==> src/mlsp_pkg.sv <==
`timescale 1ns / 1ps
// ----------------------------------------------------------------------------
// mlsp_pkg
// Shared widths, sequencer states and the tracker status word.
// ----------------------------------------------------------------------------
package mlsp_pkg;

  localparam int VALUE_W     = 32;
  localparam int MAX_REGIONS = 8;
  localparam int REGION_W    = 3;
  localparam int COUNT_W     = 4;
  localparam int OUT_TDATA_W = 48;

  localparam logic [COUNT_W-1:0] MIN_COUNT = 4'd2;
  localparam logic [COUNT_W-1:0] MAX_COUNT = 4'd8;

  typedef enum logic [1:0] {
    ST_LOAD,
    ST_HALF,
    ST_EMIT
  } seq_state_t;

  typedef struct packed {
    logic                       done;
    logic [COUNT_W-1:0]         total;
    logic signed [VALUE_W-1:0]  least;
    logic signed [VALUE_W-1:0]  next_least;
    logic [REGION_W-1:0]        least_region;
    logic [REGION_W-1:0]        next_region;
  } trk_t;

endpackage

==> src/multi_levelset_projection_core.sv <==
`timescale 1ns / 1ps
// ----------------------------------------------------------------------------
// multi_levelset_projection_core
// Multiple level set projection per grid cell, Q16.16 values.
// ----------------------------------------------------------------------------
//  channel  | direction | word contents
//  ---------+-----------+-----------------------------------------------------
//  in_*     | slave     | phi_value, one region per word, region 0 first
//  out_*    | master    | region, corrected phi, nearest, second; tlast ends cell
//  cfg_*    | write     | region_count, values per cell
//
// Loading accepts one input word per cycle. After the last word of a cell the
// HALF state forms the halved minimum sum, then results leave one at a time:
// one buffer read is in flight at a time and the RAM read data is registered.
// Input is held off from the last word of a cell until its final result leaves.
// Reset clears counters and sequencer; the value buffer is not cleared.
// A stalled output holds its word and the next buffer read waits for it.
module multi_levelset_projection_core (
  input  logic                                  clk,
  input  logic                                  rst_n,
  input  logic                                  in_tvalid,
  output logic                                  in_tready,
  input  logic [mlsp_pkg::VALUE_W-1:0]          in_tdata,   // [31:0] phi_value
  output logic                                  out_tvalid,
  input  logic                                  out_tready,
  // [2:0] region_index, [34:3] corrected_phi, [37:35] nearest_region,
  // [40:38] second_region, [47:41] zero
  output logic [mlsp_pkg::OUT_TDATA_W-1:0]      out_tdata,
  output logic                                  out_tlast,  // last_of_cell
  input  logic                                  cfg_wr_en,
  input  logic [mlsp_pkg::COUNT_W-1:0]          cfg_wr_data // region_count
);
  import mlsp_pkg::*;

  logic [COUNT_W-1:0]  region_count_r;
  logic                in_fire;
  logic [REGION_W-1:0] wr_addr;
  trk_t                trk;
  logic                rd_en;
  logic [REGION_W-1:0] rd_addr;
  logic [VALUE_W-1:0]  rd_data;
  logic [REGION_W-1:0] out_region;
  logic [VALUE_W-1:0]  out_phi;

  always_ff @(posedge clk) begin
    if (!rst_n) begin
      region_count_r <= MIN_COUNT;
    end else if (cfg_wr_en) begin
      region_count_r <= cfg_wr_data;
    end
  end

  assign in_fire = in_tvalid && in_tready;

  mlsp_value_ram #(
    .DEPTH (MAX_REGIONS),
    .WIDTH (VALUE_W)
  ) u_ram (
    .clk     (clk),
    .wr_en   (in_fire),
    .wr_addr (wr_addr),
    .wr_data (in_tdata),
    .rd_en   (rd_en),
    .rd_addr (rd_addr),
    .rd_data (rd_data)
  );

  mlsp_tracker u_tracker (
    .clk          (clk),
    .rst_n        (rst_n),
    .in_fire      (in_fire),
    .phi          (in_tdata),
    .region_count (region_count_r),
    .wr_addr      (wr_addr),
    .trk          (trk)
  );

  mlsp_emitter u_emitter (
    .clk        (clk),
    .rst_n      (rst_n),
    .trk        (trk),
    .rd_data    (rd_data),
    .rd_en      (rd_en),
    .rd_addr    (rd_addr),
    .in_ready   (in_tready),
    .out_valid  (out_tvalid),
    .out_ready  (out_tready),
    .out_region (out_region),
    .out_phi    (out_phi),
    .out_last   (out_tlast)
  );

  assign out_tdata = {7'd0, trk.next_region, trk.least_region, out_phi, out_region};

`ifndef SYNTHESIS
  a_no_load_while_emitting: assert property (@(posedge clk) disable iff (!rst_n)
    in_tready |-> !out_tvalid)
    else $error("input open while a result word is pending");

  a_reopen_after_last: assert property (@(posedge clk) disable iff (!rst_n)
    (out_tvalid && out_tready && out_tlast) |=> in_tready)
    else $error("input not reopened after final word of cell");

  a_distinct_regions: assert property (@(posedge clk) disable iff (!rst_n)
    out_tvalid |-> (out_tdata[37:35] != out_tdata[40:38]))
    else $error("nearest and second region coincide");
`endif

endmodule

==> src/mlsp_value_ram.sv <==
`timescale 1ns / 1ps
// ----------------------------------------------------------------------------
// mlsp_value_ram
// Simple dual-port RAM, one write and one registered read per cycle.
// ----------------------------------------------------------------------------
module mlsp_value_ram #(
  parameter int DEPTH = 8,
  parameter int WIDTH = 32
) (
  input  logic                     clk,
  input  logic                     wr_en,
  input  logic [$clog2(DEPTH)-1:0] wr_addr,
  input  logic [WIDTH-1:0]         wr_data,
  input  logic                     rd_en,
  input  logic [$clog2(DEPTH)-1:0] rd_addr,
  output logic [WIDTH-1:0]         rd_data
);

  logic [WIDTH-1:0] mem [DEPTH];

  always_ff @(posedge clk) begin
    if (wr_en) begin
      mem[wr_addr] <= wr_data;
    end
  end

  always_ff @(posedge clk) begin
    if (rd_en) begin
      rd_data <= mem[rd_addr];
    end
  end

endmodule

==> src/mlsp_tracker.sv <==
`timescale 1ns / 1ps
// ----------------------------------------------------------------------------
// mlsp_tracker
// Counts arriving words and keeps the two smallest values with their regions.
// ----------------------------------------------------------------------------
module mlsp_tracker (
  input  logic                                 clk,
  input  logic                                 rst_n,
  input  logic                                 in_fire,
  input  logic signed [mlsp_pkg::VALUE_W-1:0]  phi,
  input  logic [mlsp_pkg::COUNT_W-1:0]         region_count,
  output logic [mlsp_pkg::REGION_W-1:0]        wr_addr,
  output mlsp_pkg::trk_t                       trk
);
  import mlsp_pkg::*;

  logic [REGION_W-1:0]       arr_cnt_r, arr_cnt_nxt;
  logic signed [VALUE_W-1:0] least_r, least_nxt;
  logic signed [VALUE_W-1:0] next_r, next_nxt;
  logic [REGION_W-1:0]       least_reg_r, least_reg_nxt;
  logic [REGION_W-1:0]       next_reg_r, next_reg_nxt;
  logic [COUNT_W-1:0]        eff_cnt;
  logic [COUNT_W-1:0]        total;
  logic                      cell_end;

  always_comb begin
    if (region_count < MIN_COUNT) begin
      eff_cnt = MIN_COUNT;
    end else if (region_count > MAX_COUNT) begin
      eff_cnt = MAX_COUNT;
    end else begin
      eff_cnt = region_count;
    end
  end

  assign total    = {1'b0, arr_cnt_r} + 4'd1;
  assign cell_end = in_fire && (total >= eff_cnt);

  always_comb begin
    arr_cnt_nxt   = arr_cnt_r;
    least_nxt     = least_r;
    next_nxt      = next_r;
    least_reg_nxt = least_reg_r;
    next_reg_nxt  = next_reg_r;
    if (in_fire) begin
      arr_cnt_nxt = cell_end ? '0 : total[REGION_W-1:0];
      if (arr_cnt_r == '0) begin
        least_nxt     = phi;
        least_reg_nxt = '0;
      end else if (arr_cnt_r == 3'd1) begin
        // first word sits in least_r; a tie hands the minimum to region one
        if (least_r < phi) begin
          next_nxt     = phi;
          next_reg_nxt = 3'd1;
        end else begin
          least_nxt     = phi;
          least_reg_nxt = 3'd1;
          next_nxt      = least_r;
          next_reg_nxt  = '0;
        end
      end else if (phi < least_r) begin
        next_nxt      = least_r;
        next_reg_nxt  = least_reg_r;
        least_nxt     = phi;
        least_reg_nxt = arr_cnt_r;
      end else if (phi < next_r) begin
        next_nxt     = phi;
        next_reg_nxt = arr_cnt_r;
      end
    end
  end

  always_ff @(posedge clk) begin
    if (!rst_n) begin
      arr_cnt_r   <= '0;
      least_r     <= '0;
      next_r      <= '0;
      least_reg_r <= '0;
      next_reg_r  <= '0;
    end else begin
      arr_cnt_r   <= arr_cnt_nxt;
      least_r     <= least_nxt;
      next_r      <= next_nxt;
      least_reg_r <= least_reg_nxt;
      next_reg_r  <= next_reg_nxt;
    end
  end

  assign wr_addr = arr_cnt_r;

  always_comb begin
    trk.done         = cell_end;
    trk.total        = total;
    trk.least        = least_r;
    trk.next_least   = next_r;
    trk.least_region = least_reg_r;
    trk.next_region  = next_reg_r;
  end

endmodule

==> src/mlsp_emitter.sv <==
`timescale 1ns / 1ps
// ----------------------------------------------------------------------------
// mlsp_emitter
// Sequencer: halves the minimum sum, reads the buffer back and emits words.
// ----------------------------------------------------------------------------
module mlsp_emitter (
  input  logic                                 clk,
  input  logic                                 rst_n,
  input  mlsp_pkg::trk_t                       trk,
  input  logic [mlsp_pkg::VALUE_W-1:0]         rd_data,
  output logic                                 rd_en,
  output logic [mlsp_pkg::REGION_W-1:0]        rd_addr,
  output logic                                 in_ready,
  output logic                                 out_valid,
  input  logic                                 out_ready,
  output logic [mlsp_pkg::REGION_W-1:0]        out_region,
  output logic [mlsp_pkg::VALUE_W-1:0]         out_phi,
  output logic                                 out_last
);
  import mlsp_pkg::*;

  seq_state_t                st_r, st_nxt;
  logic [COUNT_W-1:0]        total_r;
  logic signed [VALUE_W-1:0] half_r;
  logic [COUNT_W-1:0]        iss_cnt_r;
  logic                      pend_r;
  logic [REGION_W-1:0]       pend_idx_r;
  logic                      out_valid_r;
  logic [REGION_W-1:0]       out_idx_r;
  logic [VALUE_W-1:0]        out_phi_r;
  logic                      out_last_r;
  logic                      out_fire;
  logic                      half_ld;
  logic                      issue;
  logic signed [VALUE_W:0]   min_sum;
  logic signed [VALUE_W:0]   diff;
  logic [VALUE_W-1:0]        sat_phi;
  logic [COUNT_W-1:0]        pend_next;

  assign out_fire = out_valid_r && out_ready;

  always_comb begin
    st_nxt = st_r;
    unique case (st_r)
      ST_LOAD: if (trk.done) st_nxt = ST_HALF;
      ST_HALF: st_nxt = ST_EMIT;
      ST_EMIT: if (out_fire && out_last_r) st_nxt = ST_LOAD;
      default: st_nxt = ST_LOAD;
    endcase
  end

  always_comb begin
    in_ready = 1'b0;
    half_ld  = 1'b0;
    issue    = 1'b0;
    unique case (st_r)
      ST_LOAD: in_ready = 1'b1;
      ST_HALF: half_ld = 1'b1;
      ST_EMIT: issue = !pend_r && (iss_cnt_r != total_r) && (!out_valid_r || out_ready);
      default: ;
    endcase
  end

  // floor of half the exact sum
  assign min_sum = {trk.least[VALUE_W-1], trk.least}
                 + {trk.next_least[VALUE_W-1], trk.next_least};
  assign diff    = {rd_data[VALUE_W-1], rd_data} - {half_r[VALUE_W-1], half_r};

  always_comb begin
    if (diff[VALUE_W] != diff[VALUE_W-1]) begin
      sat_phi = {diff[VALUE_W], {(VALUE_W-1){~diff[VALUE_W]}}};
    end else begin
      sat_phi = diff[VALUE_W-1:0];
    end
  end

  assign pend_next = {1'b0, pend_idx_r} + 4'd1;

  always_ff @(posedge clk) begin
    if (!rst_n) begin
      st_r        <= ST_LOAD;
      iss_cnt_r   <= '0;
      pend_r      <= 1'b0;
      out_valid_r <= 1'b0;
    end else begin
      st_r <= st_nxt;
      if (half_ld) begin
        iss_cnt_r <= '0;
      end else if (issue) begin
        iss_cnt_r <= iss_cnt_r + 4'd1;
      end
      pend_r <= issue;
      if (pend_r) begin
        out_valid_r <= 1'b1;
      end else if (out_fire) begin
        out_valid_r <= 1'b0;
      end
    end
  end

  always_ff @(posedge clk) begin
    if (st_r == ST_LOAD && trk.done) begin
      total_r <= trk.total;
    end
    if (half_ld) begin
      half_r <= min_sum[VALUE_W:1];
    end
    if (issue) begin
      pend_idx_r <= iss_cnt_r[REGION_W-1:0];
    end
    if (pend_r) begin
      out_idx_r  <= pend_idx_r;
      out_phi_r  <= sat_phi;
      out_last_r <= (pend_next == total_r);
    end
  end

  assign rd_en      = issue;
  assign rd_addr    = iss_cnt_r[REGION_W-1:0];
  assign out_valid  = out_valid_r;
  assign out_region = out_idx_r;
  assign out_phi    = out_phi_r;
  assign out_last   = out_last_r;

endmodule
==> config.mk <==
export PLATFORM = sky130hd
export DESIGN_NAME = multi_levelset_projection_core
export DESIGN_NICKNAME = d
export VERILOG_FILES = /design/src/mlsp_pkg.sv /design/src/multi_levelset_projection_core.sv /design/src/mlsp_value_ram.sv /design/src/mlsp_tracker.sv /design/src/mlsp_emitter.sv
export SDC_FILE = /design/constraint.sdc
export NUM_CORES = 1
export LEC_CHECK = 0
export BUFFER_PORTS_ARGS = -buffer_cell sky130_fd_sc_hd__buf_2
export CAP_MARGIN = 15
export CORE_UTILIZATION = 45
export DETAILED_ROUTE_END_ITERATION = 8
export GPL_ROUTABILITY_DRIVEN = 1
export HOLD_SLACK_MARGIN = 0.1
export PLACE_DENSITY = 0.72
export SYNTH_ARGS = -nofsm -noshare
export SYNTH_HDL_FRONTEND = slang
export SYNTH_SLANG_ARGS = --single-unit
export TNS_END_PERCENT = 5
==> constraint.sdc <==
create_clock -name clk -period 9 [get_ports clk]
set_input_delay 0 -clock clk [delete_from_list [all_inputs] [get_ports clk]]
set_output_delay 0 -clock clk [all_outputs]
set_load 0.02 [all_outputs]
==> impl_metrics.ini <==
[logic_synthesis]
synthMuxAreaShare_pct = 9.98
synth_area_sq_mm = 0.0218
ys_warn_count = 0
synthXorXnorAreaFrac_pct = 2.65
synthArstFlopShare_pct = 0
synth_top_area_cell = edfxtp_1
synthFlopType = edfxtp_1
synth_top_family_by_area = compound AO/OA/AOI/OAI gates
ys_seq_area_share_pct = 57.9
synthTopCellsByCount = 363 x edfxtp_1, 135 x ha_1, 120 x inv_1
synth-edff-count = 363
synthAdderAreaFrac_pct = 8.17
synth_compound_area_share_pct = 10.6
synth_seq_cells = 448
avgSynthCellArea_sq_um = 13.1
yosys.cell_count.top_type = edfxtp_1
ys_types = 77
synth_top_cell_area_share_pct = 50.1
synth.area.top_cells = edfxtp_1 50%, dfxtp_1 7.8%, ha_1 7.8%, mux4_2 6.6%, a21oi_1 2.7%
synthSimpleGateAreaFrac_pct = 6.95
syn_inst = 1663

[die]
core_area_sq_mm = 0.0477
fp.dieArea_sq_mm = 0.0493
initial_core_util_pct = 45.6
placementRows = 80
die_h_um = 222
ios = 92
die_x_um = 222

[drt]
routed_wl_mm = 48.6
drt-vias-per-instance = 5.62
ant_nets = 0
met2_length_mm = 22.8
routedWlPerCell_um = 19.9
drc = 0
drtIter0Drc = 1174
met3_length_mm = 2.43
vias = 13700
dr.pass1.iters = 5
highest-signal-layer = met4
wl_met1_mm = 22.4

[setup_path]
regToRegSetupSlack_ps = 5120
critPathTopFamily = compound AO/OA/AOI/OAI gates
slowest_delay_ps = 630
crit_path_max_fanout = 26
reg2reg_depth = 13
regToRegStartpoint = u_ram.rd_data[0]
required_ps = 9270
worst_path_most_repeated_cell = inv_1
cp_data_arrival_time_ps = 4150
crit_path_top_delay_cell = nor2_4
path_cells = inv_1, ha_1, inv_1, fa_1, a21o_1, a21oi_1, o21ai_2, a41oi_2, a211oi_2, nor3_2, a221oi_4, nor2_4, o21ai_0
critPathBufInv = 2
worstSetupStartpointType = register
crit_cells = 13
rr_endpoint = u_emitter.out_phi[4]
critical_path_class = reg2reg
cp-end-kind = register

[sta]
final_max_slew_viol_count = 0
timing.fmax_ghz = 0.258
setup_tns_ps = 0
worstMarginPinSlew_ps = 1130
rsz0062_at_grt = false
timing.slew.headroom_pct = 24.3
layout_min_cycle_time_ps = 3880
finalCritPeriodShare_pct = 43.1
setup_viol = 0
fin_skew_ps = 14.9
hold_violations = 0

[hold_path]
min_to = u_emitter.st_r[1]
hp-start = rst_n
hold_path.class = in2reg
holdPathStages = 2

[cts]
clk_pin_slew_ps = 60
cts_sinks = 448
cts_root_buf = clkbuf_16
clock_latency_ps = 570
cts_buffer_depth = 3
h-tree-depth = 2
cts_tree = done
cts_buffers = 46

[placement]
place.port_buffers = 84
routabilityCongestion = 0.870
hpwlAfterDp_mm = 32.3
dp_cells = 2310

[finish]
regArea_sq_mm = 0.0126
fillers = 3923
syn_to_final_growth_pct = 14.0
drive_gt1_share_pct = 17.6
instances_no_fill = 2439
fin_util_pct = 52.0
multi_input_area_sq_mm = 0.00845
nNetsFinal = 1964

[global_route]
grt_overflow = 0
grt_usage_pct = 19.8
grt_max_degree = 116
antenna_found_initial = 1
grt_pass1_vias = 13700
grt_pass1_wl_mm = 76.4

[power]
vdd_drop_max_mv = 0.125
powerDensity_mw_per_mm2 = 229
leakagePower_nw = 9.07

[status]
outcome = completed

[run]
drv_cap = 0
[area by class of cell]
class | count | area share, %
Antenna cell | 1 | 0.0101
Clock buffer | 56 | 5.04
Clock inverter | 29 | 1.21
Inverter | 120 | 1.81
Multi-Input combinational cell | 1025 | 34.0
Sequential cell | 448 | 50.8
Tap cell | 615 | 3.10
Timing Repair Buffer | 145 | 3.98
[power by group]
group          total [mW]  switching [mW]  internal, mW
registers            2.56           0.103          2.46
clock network        1.95           0.784          1.16
logic                1.19           0.706         0.481
total                5.69            1.59          4.10
[cells in the final DEF, fill, tap and decap left out, types with 49 or more instances in the layout]
master     count
nand3_1       58
clkbuf_16     49
mux4_2        64
inv_1        120
buf_2         83
ha_1         135
o21ai_0      113
edfxtp_1     363
a21oi_1      116
nor2_1        55
dfxtp_1       81
nand2_1       90
[how the worst max path moves through the flow]
stage	endpoint	start
5_1_grt	u_emitter.out_phi[4]	u_ram.rd_data[0]
6_report	u_emitter.out_phi[4]	u_ram.rd_data[0]
2_1_floorplan	u_ram.mem[0][0]	u_emitter.st_r[1]
3_5_place_dp	u_emitter.out_phi[4]	u_ram.rd_data[0]
4_1_cts	u_emitter.out_phi[4]	u_ram.rd_data[0]
3_3_place_gp	u_emitter.out_phi[4]	u_ram.rd_data[0]
[state kept, by name, indices dropped and copies added, names as in the netlist, 4 cells and up]
signal	cells
u_ram.mem	256
u_emitter.half_r	32
u_emitter.out_phi	32
u_ram.rd_data	32
u_tracker.least_r	32
u_tracker.next_r	32
region_count_r	4
u_emitter.iss_cnt_r	4
u_emitter.total_r	4
[kinds of logic after synthesis]
| logic type | count (synthesis) |
|---|---|
| simple gates | 306 |
| xor+xnor | 66 |
| fa+ha+maj | 142 |
| mux | 133 |
| buf+inv | 196 |
| compound gates | 371 |
| other cells | 1 |
| flops | 448 |
[layer usage]
metal  track usage (%)  up-vias
met3              2.77       74
met5                 0        -
li1                  -     6495
met2              32.1      367
met1              27.5     6769
met4              6.07        0
[stage by stage]
stage               area [sq um]  hold WS, ps  worst slack, ps  power, mW
detailed placement         22800          255             5150       3.76
floorplan                  21800         98.9             4510       3.44
finish                     24800          141             5120       5.69
global placement           22800          225             5220       3.72
global route               24800          196             4900       5.94
CTS                        24800          126             5100       5.73
[repair_timing]
| item | in CTS | in global routing |
|---|---|---|
| hold endpoints to repair | 330 | 0 |
| setup endpoints to repair | 0 | 0 |
| hold buffers | 43 | 0 |
| buffers inserted | 0 | 0 |
| resized for setup | 0 | 0 |
Note: power is estimated with default switching activity, not from simulation.
